===== src/rtl/tgc_pkg.sv =====
// Shared types, codes, tile tables and helper functions of the tile grid collapse engine.
package tgc_pkg;

   localparam int DEF_MAX_SIDE = 16;
   localparam int NUM_TILES = 16;
   localparam int SIDE_LIMIT = 16;

   localparam logic [1:0] CMD_CLEAR = 2'd0;
   localparam logic [1:0] CMD_PLACE = 2'd1;
   localparam logic [1:0] CMD_STEP = 2'd2;
   localparam logic [1:0] CMD_READ = 2'd3;

   localparam logic [1:0] ST_OK = 2'd0;
   localparam logic [1:0] ST_NO_OPEN = 2'd1;
   localparam logic [1:0] ST_CONTRA = 2'd2;
   localparam logic [1:0] ST_OUTSIDE = 2'd3;

   localparam logic [1:0] DIR_N = 2'd0;
   localparam logic [1:0] DIR_E = 2'd1;
   localparam logic [1:0] DIR_S = 2'd2;
   localparam logic [1:0] DIR_W = 2'd3;

   typedef logic [NUM_TILES-1:0] mask_type;

   typedef struct packed {
      logic collapsed;
      logic [3:0] tile;
      mask_type options;
   } cell_type;

   // Allowed-neighbor masks for north, east, south and west.
   localparam mask_type WITH_MASK [4] = '{16'hACE0, 16'h76C0, 16'h6B60, 16'hBF00};

   // Connection bits per tile: bit 0 north, bit 1 east, bit 2 south, bit 3 west.
   localparam logic [3:0] TILE_DIRS [16] = '{
      4'h0, 4'h0, 4'h0, 4'h0, 4'h0, 4'h5, 4'hD, 4'hC,
      4'h3, 4'hB, 4'hE, 4'h7, 4'hA, 4'hF, 4'h9, 4'h6
   };

   function automatic mask_type dir_mask(input logic [3:0] t, input logic [1:0] d);
      mask_type m;
      m = WITH_MASK[d];
      if (!TILE_DIRS[t][d]) begin
         m = ~m;
      end
      return m;
   endfunction

   function automatic logic [4:0] pop_count(input mask_type m);
      logic [4:0] n;
      n = '0;
      for (int i = 0; i < NUM_TILES; i++) begin
         n = n + 5'(m[i]);
      end
      return n;
   endfunction

endpackage


===== src/rtl/tgc_mod.sv =====
// Serial remainder unit: 32-bit dividend modulo a divisor of 1 to 16, one bit per cycle.
module tgc_mod (
   input  logic clock,
   input  logic reset,
   input  logic start,
   input  logic [31:0] dividend,
   input  logic [4:0] divisor,
   output logic done,
   output logic [4:0] remainder
);
   import tgc_pkg::*;

   logic [31:0] dvd_ff, dvd_in;
   logic [4:0] rem_ff, rem_in;
   logic [4:0] div_ff, div_in;
   logic [4:0] cnt_ff, cnt_in;
   logic run_ff, run_in;
   logic done_ff, done_in;
   logic [5:0] trial;

   always_comb begin
      dvd_in = dvd_ff;
      rem_in = rem_ff;
      div_in = div_ff;
      cnt_in = cnt_ff;
      run_in = run_ff;
      done_in = 1'b0;
      trial = {rem_ff, dvd_ff[31]};
      if (start) begin
         dvd_in = dividend;
         rem_in = '0;
         div_in = divisor;
         cnt_in = '0;
         run_in = 1'b1;
      end else if (run_ff) begin
         // The partial remainder stays below the divisor, so it fits in five bits.
         if (trial >= {1'b0, div_ff}) begin
            rem_in = 5'(trial - {1'b0, div_ff});
         end else begin
            rem_in = trial[4:0];
         end
         dvd_in = {dvd_ff[30:0], 1'b0};
         cnt_in = cnt_ff + 5'd1;
         if (cnt_ff == 5'd31) begin
            run_in = 1'b0;
            done_in = 1'b1;
         end
      end
   end

   always_ff @(posedge clock) begin
      if (reset) begin
         run_ff <= 1'b0;
         done_ff <= 1'b0;
         cnt_ff <= '0;
      end else begin
         run_ff <= run_in;
         done_ff <= done_in;
         cnt_ff <= cnt_in;
      end
   end

   always_ff @(posedge clock) begin
      dvd_ff <= dvd_in;
      rem_ff <= rem_in;
      div_ff <= div_in;
   end

   assign done = done_ff;
   assign remainder = rem_ff;

endmodule

===== config.mk =====
export PLATFORM = sky130hd
export DESIGN_NAME = tgc_mod
export DESIGN_NICKNAME = d
export VERILOG_FILES = /design/src/rtl/tgc_pkg.sv /design/src/rtl/tgc_mod.sv
export SDC_FILE = /design/constraint.sdc
export NUM_CORES = 1
export LEC_CHECK = 0
export BUFFER_PORTS_ARGS = -buffer_cell sky130_fd_sc_hd__buf_4
export CORE_ASPECT_RATIO = 1.5
export CORE_MARGIN = 5
export CORE_UTILIZATION = 30
export DETAILED_ROUTE_END_ITERATION = 6
export PLACE_DENSITY = 0.58
export SYNTH_ARGS = -nofsm -noshare
export SYNTH_HDL_FRONTEND = slang
export SYNTH_SLANG_ARGS = --single-unit

===== constraint.sdc =====
create_clock -name clock -period 3.4 [get_ports clock]
set_input_delay 0.68 -clock clock [delete_from_list [all_inputs] [get_ports clock]]
set_output_delay 0.68 -clock clock [all_outputs]
set_load 0.02 [all_outputs]

==> results of run 1 <==
worst paths after layout:
check                    startpoint                   endpoint  slack, ns  depth (start not counted)
min          cnt_ff[3]$_SDFFE_PP0P_     cnt_ff[3]$_SDFFE_PP0P_       0.51                          2
max reg2reg    dvd_ff[31]$_DFFE_PP_  remainder[0]$_SDFFE_PP0P_       1.38                          8
max            dvd_ff[31]$_DFFE_PP_  remainder[0]$_SDFFE_PP0P_       1.38                          8
min reg2reg  cnt_ff[3]$_SDFFE_PP0P_     cnt_ff[3]$_SDFFE_PP0P_       0.51                          2
kinds of logic (layout without fill, tap and decap cells):
| kind of cell | after synthesis | after routing |
|---|---|---|
| xor gates and xnor gates | 6 | 6 |
| buffers and inverters | 15 | 63 |
| muxes | 35 | 35 |
| AOI/OAI and AO/OA | 12 | 12 |
| and+or+nand+nor | 29 | 29 |
| adders and majority gates | 8 | 8 |
| DFF | 49 | 49 |
critical path: cells and delay by family, from the launching register on:
kind                       cells  cell delay (ns)
adders and majority gates      2             0.58
DFF                            1             0.36
buffers and inverters          2             0.13
AOI/OAI and AO/OA              3             0.54
muxes                          1             0.33
per-stage QoR:
stage	cell area, µm²	power, µW
after CTS	2750	1280
after detailed placement	2670	943
after floorplan	2230	868
final	2750	1250
after global placement	2670	940
after global routing	2750	1320
cell usage after synthesis, types with 2 or more instances:
cell type | count | area [µm²]
buf_2 | 5 | 25.0
xnor2_1 | 3 | 26.3
a21oi_1 | 2 | 10.0
edfxtp_1 | 37 | 1110
nand2_1 | 9 | 33.8
o2bb2a_1 | 2 | 20.0
a211oi_2 | 2 | 25.0
xor2_1 | 3 | 26.3
nor2_1 | 11 | 41.3
inv_1 | 9 | 33.8
dfxtp_1 | 12 | 240
ha_1 | 7 | 87.6
mux2i_1 | 3 | 30.0
mux2_2 | 31 | 349
o21ai_0 | 2 | 10.0
nand3_1 | 2 | 10.0
per-layer routing:
layer	wire, µm	vias up
li1	-	648
met5	0	-
met4	52	0
met3	186	5
met2	2130	31
met1	1690	638
final cells by class:
class	instances	area, µm²	share of cell area, %
Inverter	9	33.8	1.23
Clock inverter	3	17.5	0.636
Multi-Input combinational cell	90	812	29.5
Tap cell	100	125	4.54
Timing Repair Buffer	46	345	12.5
Sequential cell	49	1350	49.1
Clock buffer	5	68.8	2.50
flip-flops by register name, summed over array words and instances (netlist names):
| register | flops |
|---|---|
| remainder | 5 |
| dvd_ff | 32 |
| div_ff | 5 |
| done | 1 |
| run_ff | 1 |
| cnt_ff | 5 |
placed cells by master (no fill, tap or decap), types with 2 or more instances in the layout:
cell type	instances
nor2_1	11
edfxtp_1	37
inv_1	9
dfxtp_1	12
mux2_2	31
mux2i_1	3
nand2_1	9
ha_1	7
o21ai_0	2
xnor2_1	3
a211oi_2	2
o2bb2a_1	2
buf_4	46
clkinv_2	2
nand3_1	2
a21oi_1	2
xor2_1	3
clkbuf_8	5
where the power goes:
part	switching (µW)	internal (µW)	total, µW
registers	21.9	705	727
logic	90.5	108	199
clock network	183	142	325
total	295	955	1250
==> flow_summary.ini, run 1 <==
[global_route]
grt_use_met2_pct = 16.2
grt_antenna_before_repair = 0
overflow = 0
grt_pass1_vias = 1382
grt.busiest_layer = met2
grt_use_total_pct = 9.28
use_met1_pct = 10.9
grt_pass1_wl_um = 6490
met3_usage_pct = 2.49
grt_max_degree = 44

[run]
cap_violations = 0

[power_and_ir_drop]
p_leak_uw = 0.00108
p_per_area_nw_per_um2 = 454
vdd_ir_drop_max_mv = 0.184

[setup_path]
cp_slowest_cell = fa_1
path_max_fanout = 7
cp_slowest_stage_delay_ns = 0.42
startpoint_type = flip-flop
crit_top_cell = inv_1
worstPathArrival_ns = 2.24
setup.worst_path.end_class = flip-flop
path_cells = inv_1 > ha_1 > inv_1 > fa_1 > a21oi_2 > o221ai_4 > mux2_4 > a211oi_2
worstSetupPathType = reg -> reg
required_ns = 3.62

[timing]
whs_ns = 0.512
fin_crit_sh_pct = 59.4
slew_violations = 0
skew_ns = 0.00589
period_needed_ns = 2.02
timing.final.hold_violations = 0
rsz0062_at_grt = no
fmax_mhz = 495
setup_ws_ns = 1.38
relSlewSlack_pct = 63.3
setup_violations = 0
tns_ns = 0
worst_pin_slew_ns = 0.550

[logic_synthesis]
yosys.area_share.simple_pct = 6.01
synthFlopType = edfxtp_1
synth.avg_cell_area_um2 = 14.5
ys_warn_count = 0
synthArstFlopShare_pct = 0
yosys.area_share.adder_pct = 4.83
synth-seq-cells = 49
synth_edf_count = 37
synthesis.nets = 202
synth-compound-area-share_pct = 5.56
synth_cell_types = 30
synth_top_family_by_area = multiplexers
yosysSeqAreaShare_pct = 60.7
synth_xor_area_share_pct = 2.36
synth_mux_area_share_pct = 17.7
syn_inst = 154
netlist_area_um2 = 2230

[clock_tree]
cts_made_buffers = 5
clkTransAtPathRegs_ns = 0.09
clock_sinks = 49
htreeDepth = 2
holdBufCountCts = 0
cts_resized = 0
clk_latency_ns = 0.29
cts_max_path_buffers = 2
cts_setup_buffers = 0
root_buffer = clkbuf_8
cts_tree = done

[floorplanning]
rows = 38
die_x_um = 80.3
start_util_pct = 30.8
ios = 46
dieArea_um2 = 9280
die_h_um = 115
core-area_um2 = 7230

[routing]
via_per_inst = 4.38
route.detailed.drc = 0
vias = 1322
antenna_left = 0
initialDrtViolationCount = 36
post_drt_wl_per_cell_um = 13.4
routed_wl_um = 4060
dr.pass1.iters = 4

[place]
routabilityCongestion = 0.777
place_ws_ns = 1.30
post-dp-hpwl_um = 2970
port_buffers = 45
dp_cells = 294

[finish]
nets = 249
final_layout_size_suffix_gt1_share_pct = 46.0
num-fill-cells = 738
final_util_pct = 38.1
syn2layout_area_growth_pct = 23.7
n_antenna_cell = 0
stdcell_count = 302

[outcome]
status = completed

[hold_path]
hold_class = reg -> reg
No activity file was read; power rests on OpenSTA's default activity.
==> run 2, diff against run 1 <==
--- a/config.mk
+++ b/config.mk
@@ -5,6 +5,7 @@
 export SDC_FILE = /design/constraint.sdc
 export NUM_CORES = 1
 export LEC_CHECK = 0
+export ABC_AREA = 1
 export BUFFER_PORTS_ARGS = -buffer_cell sky130_fd_sc_hd__buf_4
 export CORE_ASPECT_RATIO = 1.5
 export CORE_MARGIN = 5
==> constraint.sdc (replaced) <==
create_clock -name clock -period 1.9 [get_ports clock]
set_input_delay 0.38 -clock clock [delete_from_list [all_inputs] [get_ports clock]]
set_output_delay 0.38 -clock clock [all_outputs]
set_load 0.02 [all_outputs]
==> run 2 against run 1 <==
  * Hold slack worse by 0.25 ns
  * Sequential share of layout area decreased by 2.6 points
  * Global-route usage is 0.64 points higher
  * Clock skew fell by 0.00098 ns
  * Combinational power increased by 110%
  * Clock power grew to 2.6 times the previous value
  * Cell area rose by 5.5%
  * Synthesized area increased by 2.8%
  * Critical path type unchanged
  * Critical endpoint is now remainder[1]$_SDFFE_PP0P_
  * Largest cell class unchanged
  * Largest power group unchanged
  * Highest routed layer unchanged
==> flow_summary.ini, run 2 <==
[hold_path]
hold_class = in -> reg
whs_path_depth = 1

[global_route]
grt_antenna_before_repair = 0
grt_max_degree = 38
overflow = 0
grt_pass1_wl_um = 7220
grt_use_total_pct = 9.92
grt_pass1_vias = 1691

[logic_synthesis]
yosysSeqAreaShare_pct = 59.1
synth-seq-cells = 49
yosysMostFrequentCell = nand2_1
synth_edf_count = 37
synth_top_area_share_pct = 48.6
synth.avg_cell_area_um2 = 8.90
syn_inst = 257
yosys-top-cells-count = nand2_1 (130), edfxtp_1 (37), inv_1 (22), dfxtp_1 (12), nand3_1 (10)
yosysTopAreaCell = edfxtp_1
synth_cell_types = 23
ys_warn_count = 0
netlist_area_um2 = 2290
synthesis.nets = 305
synthFlopType = edfxtp_1
ys_top_cells_by_area = edfxtp_1 (49%), nand2_1 (21%), dfxtp_1 (11%)
synthArstFlopShare_pct = 0

[floorplanning]
die_x_um = 81.3
die_h_um = 117
dieArea_um2 = 9510
start_util_pct = 30.4
core-area_um2 = 7510
rows = 39
ios = 46

[setup_path]
startpoint_type = flip-flop
path_cells = inv_1 > ha_1 > inv_1 > fa_1 > inv_1 > nand2_1 > inv_1 > nor2_2 > nor2_4 > nand2_1 > nand3_1 > nand2_1
path_max_fanout = 5
required_ns = 2.08
path_depth = 12
cp_slowest_cell = fa_1
crit_top_cell = inv_1
cp_slowest_stage_delay_ns = 0.42
worstSetupPathType = reg -> reg
setup.worst_path.end_class = flip-flop
worstPathArrival_ns = 1.89
reg2reg_depth = 12
cp_top_family = adder cells
path_buf_inv = 4

[finish]
nets = 354
regMostFlops = dvd_ff
largest_reg_flops = 32
final_layout_size_suffix_gt1_share_pct = 21.5
stdcell_count = 409
final_common_cell = nand2_1
final_util_pct = 38.7
syn2layout_area_growth_pct = 27.0
n_antenna_cell = 0
regArea_um2 = 1350
final_cell_mix = nand2_1 (130), buf_4 (48), edfxtp_1 (37)
multi_input_area_um2 = 816
num-fill-cells = 790

[routing]
vias = 1738
routed_wl_um = 4280
dr.pass1.iters = 4
post_drt_wl_per_cell_um = 10.5
via_per_inst = 4.25
antenna_left = 0
initialDrtViolationCount = 97
route.detailed.drc = 0

[clock_tree]
root_buffer = clkbuf_16
clk_latency_ns = 0.29
cts_tree = done
clock_sinks = 49
clkTransAtPathRegs_ns = 0.06
htreeDepth = 2
cts_max_path_buffers = 2
cts_made_buffers = 5

[timing]
timing.final.hold_violations = 0
slew_violations = 0
rsz0062_at_grt = no
worst_pin_slew_ns = 0.372
whs_ns = 0.266
setup_violations = 0
relSlewSlack_pct = 75.2
period_needed_ns = 1.71
fin_crit_sh_pct = 90.0
skew_ns = 0.00492
fmax_mhz = 585
tns_ns = 0

[power_and_ir_drop]
power.total_uw = 2580
power.share.clock_pct = 33.0
p_per_area_nw_per_um2 = 887
seqPwrFrac_pct = 50.7
vdd_ir_drop_max_mv = 0.575
p_leak_uw = 0.00140
p_int_uw = 1940
switching_share_pct = 24.8
p_sw_uw = 640
combPwrFrac_pct = 16.3

[place]
post-dp-hpwl_um = 3130
dp_cells = 401
port_buffers = 45
routabilityCongestion = 0.767

[run]
cap_violations = 0

[outcome]
status = completed
[run 2: cell types whose count changed in the layout (fill, tap and decap cells not counted), sizes merged, moves of 7 or more]
cell   delta
nand2   +124
mux2     -32
nand3     +7
inv      +15
[run 2: through the flow]
stage                     setup slack (ns)  area (µm²)
final                                0.190        2910
after global routing                0.0356        2910
after CTS                            0.140        2900
after detailed placement             0.151        2760
after global placement               0.180        2760
after floorplan                      0.236        2290
[run 2: metal layers]
layer | track usage (%) | wire [µm]
met1 | 10.8 | 1820
met2 | 16.8 | 2090
met3 | 2.83 | 256
met4 | 6.09 | 117
met5 | 0 | 0
[run 2: worst paths after layout]
check,startpoint,endpoint,slack (ns)
worst min-delay path,divisor[0],div_ff[0]$_DFFE_PP_,0.27
worst max-delay path,dvd_ff[31]$_DFFE_PP_,remainder[1]$_SDFFE_PP0P_,0.19
worst min register to register,cnt_ff[3]$_SDFFE_PP0P_,cnt_ff[3]$_SDFFE_PP0P_,0.45
worst max register to register,dvd_ff[31]$_DFFE_PP_,remainder[1]$_SDFFE_PP0P_,0.19
[run 2: kinds of logic (layout without fill, tap and decap cells)]
| group | count (synthesis) | count (layout) | share of synthesized area (%) |
|---|---|---|---|
| compound gates | 11 | 11 | 2.74 |
| simple gates | 157 | 157 | 27.6 |
| flops | 49 | 49 | 59.1 |
| xor+xnor | 1 | 1 | 0.383 |
| buf+inv | 31 | 81 | 5.47 |
| fa+ha+maj | 8 | 8 | 4.70 |
[run 2: repair_timing]
item | 4_1_cts | 5_1_grt
endpoints found under the setup margin | 0 | 4
gates resized for setup | 0 | 1
buffers inserted | 0 | 0
hold buffers | 0 | 0
[run 2: power by group through the flow]
stage / logic, µW / clock network [µW] / registers, µW
after floorplan: 258 / 0 / 1330
after global placement: 414 / 0 / 1330
after detailed placement: 422 / 0 / 1330
after CTS: 423 / 886 / 1310
after global routing: 484 / 924 / 1320
final: 419 / 851 / 1310
[run 2: layout make-up]
cell class                      instances  share of cell area [%]
Tap cell                              102                    4.39
Inverter                               24                    3.10
Timing Repair Buffer                   49                    13.1
Sequential cell                        49                    46.5
Clock buffer                            7                    4.57
Multi-Input combinational cell        177                    28.1
Clock inverter                          1                   0.258
[run 2: worst reg2reg max path: stages (launching register included)]
cell and delay, ns:
edfxtp_1 0.35, inv_1 0.08, ha_1 0.14, inv_1 0.06
fa_1 0.42, inv_1 0.08, nand2_1 0.06, inv_1 0.06
nor2_2 0.05, nor2_4 0.12, nand2_1 0.07, nand3_1 0.08
nand2_1 0.05
==> run 3, diff against run 2 <==
--- a/config.mk
+++ b/config.mk
@@ -10,6 +10,7 @@
 export CORE_ASPECT_RATIO = 1.5
 export CORE_MARGIN = 5
 export CORE_UTILIZATION = 30
+export CTS_BUF_LIST = sky130_fd_sc_hd__clkbuf_8 sky130_fd_sc_hd__clkbuf_16
 export DETAILED_ROUTE_END_ITERATION = 6
 export PLACE_DENSITY = 0.58
 export SYNTH_ARGS = -nofsm -noshare
==> run 3 against run 2 <==
  * Hold slack got worse by 0.00055 ns
  * Via count about the same
  * Register-to-register slack about the same
  * Flip-flop and latch count unchanged
  * Highest routed layer unchanged
  * Core utilization unchanged
  * Clock power decreased by 1%
  * Setup slack hardly changed
  * Critical endpoint unchanged
  * Largest power group unchanged
  * Critical path depth is the same
  * First-iteration DRC count decreased by 4.1%
==> flow_summary.ini, run 3 (synthesis gave the netlist of run 2 again) <==
[floorplanning]
ios = 46
dieArea_um2 = 9510
start_util_pct = 30.4
die_h_um = 117
core-area_um2 = 7510
die_x_um = 81.3
rows = 39

[power_and_ir_drop]
p_leak_uw = 0.00141
power.share.clock_pct = 32.8
power.total_uw = 2570
seqPwrFrac_pct = 50.9
p_sw_uw = 641
vdd_ir_drop_max_mv = 0.555
p_per_area_nw_per_um2 = 884
switching_share_pct = 25.0
combPwrFrac_pct = 16.3
p_int_uw = 1930

[clock_tree]
holdBufCountCts = 0
root_buffer = clkbuf_16
clkTransAtPathRegs_ns = 0.06
clk_latency_ns = 0.29
cts_tree = done
clock_sinks = 49
htreeDepth = 2
cts_max_path_buffers = 2
cts_made_buffers = 5

[setup_path]
crit_path_end = remainder[1]$_SDFFE_PP0P_
r2r-end = remainder[1]$_SDFFE_PP0P_
reg2reg_depth = 12
worstSetupPathType = reg -> reg
path_max_fanout = 5
worstPathArrival_ns = 1.89
crit_path_start = dvd_ff[31]$_DFFE_PP_
required_ns = 2.08
startpoint_type = flip-flop
worstReg2RegStart = dvd_ff[31]$_DFFE_PP_
r2r_slack_ns = 0.19
setup.worst_path.end_class = flip-flop

[hold_path]
min_from = divisor[0]
hold_class = in -> reg
whs_path_depth = 1

[timing]
worst_pin_slew_ns = 0.371
fin_crit_sh_pct = 90.0
rsz0062_at_grt = no
tns_ns = 0
timing.final.hold_violations = 0
slew_violations = 0
period_needed_ns = 1.71
setup_violations = 0
relSlewSlack_pct = 75.2
fmax_mhz = 585
skew_ns = 0.00494

[place]
dp_cells = 401
port_buffers = 45
place_area_um2 = 2760
routabilityCongestion = 0.767
post-dp-hpwl_um = 3130

[finish]
final_cell_mix = nand2_1 (130), buf_4 (48), edfxtp_1 (37)
regMostFlops = dvd_ff
final_common_cell = nand2_1
largest_reg_flops = 32
stdcell_count = 409
final_layout_size_suffix_gt1_share_pct = 21.5
n_antenna_cell = 0
syn2layout_area_growth_pct = 27.0
nets = 354
num-fill-cells = 790
final_cell_area_um2 = 2910

[global_route]
grt_use_total_pct = 9.92
grt_antenna_before_repair = 0
grt_max_degree = 38
grt_pass1_vias = 1691
overflow = 0
grt_pass1_wl_um = 7220

[routing]
post_drt_wl_per_cell_um = 10.5
antenna_left = 0
via_per_inst = 4.25
routed_wl_um = 4290
route.detailed.drc = 0
dr.pass1.iters = 4
vias = 1737
initialDrtViolationCount = 93

[run]
cap_violations = 0

[outcome]
status = completed
## run 3: cell types whose count changed in the layout (fill, tap and decap cells not counted)
cell | before | now
clkbuf_1 | 2 | 0
inv_1 | 22 | 24
## run 3: per-layer routing
metal	part of all wire [%]	wire, µm	vias to the layer above	global-route usage, %
li1	-	-	907	-
met1	43	1830	780	10.8
met2	49	2090	40	16.8
met3	6.0	256	10	2.83
met4	2.7	117	0	6.09
met5	0	0	-	0
## run 3: how the worst min path moves through the flow
stage	end	slack, ns
detailed placement	cnt_ff[2]$_SDFFE_PP0P_	0.44
CTS	div_ff[2]$_DFFE_PP_	0.25
floorplan	cnt_ff[2]$_SDFFE_PP0P_	0.42
global placement	cnt_ff[2]$_SDFFE_PP0P_	0.43
global route	div_ff[1]$_DFFE_PP_	0.25
finish	div_ff[0]$_DFFE_PP_	0.27
## run 3: metrics by stage
step	worst slack [ns]	hold WS [ns]	utilization, %
2_1_floorplan	0.236	0.420	-
3_5_place_dp	0.151	0.439	36.7
5_1_grt	0.0355	0.252	38.7
6_report	0.190	0.266	38.7
3_3_place_gp	0.180	0.433	36.7
4_1_cts	0.140	0.254	38.6
## run 3: cell type report
class	instances	area, µm²	area share, %
Tap cell	102	128	4.39
Clock buffer	5	125	4.31
Clock inverter	3	15.0	0.517
Timing Repair Buffer	49	380	13.1
Inverter	24	90.1	3.10
Multi-Input combinational cell	177	816	28.1
Sequential cell	49	1350	46.5
## run 3: critical path: stages (launching register included)
cell and delay, ns:
edfxtp_1 0.35, inv_1 0.08, ha_1 0.14, inv_1 0.06, fa_1 0.42, inv_1 0.08
nand2_1 0.06, inv_1 0.06, nor2_2 0.05, nor2_4 0.12, nand2_1 0.07, nand3_1 0.08
nand2_1 0.05
## run 3: repair_timing
action,CTS,global route
setup buffers,0,0
endpoints found under the setup margin,0,4
resized for setup,0,1
## run 3: power groups by stage
stage,combinational [µW],clock [µW],sequential [µW]
floorplan,258,0,1330
global placement,414,0,1330
detailed placement,422,0,1330
CTS,423,876,1310
global route,484,913,1320
finish,419,842,1310
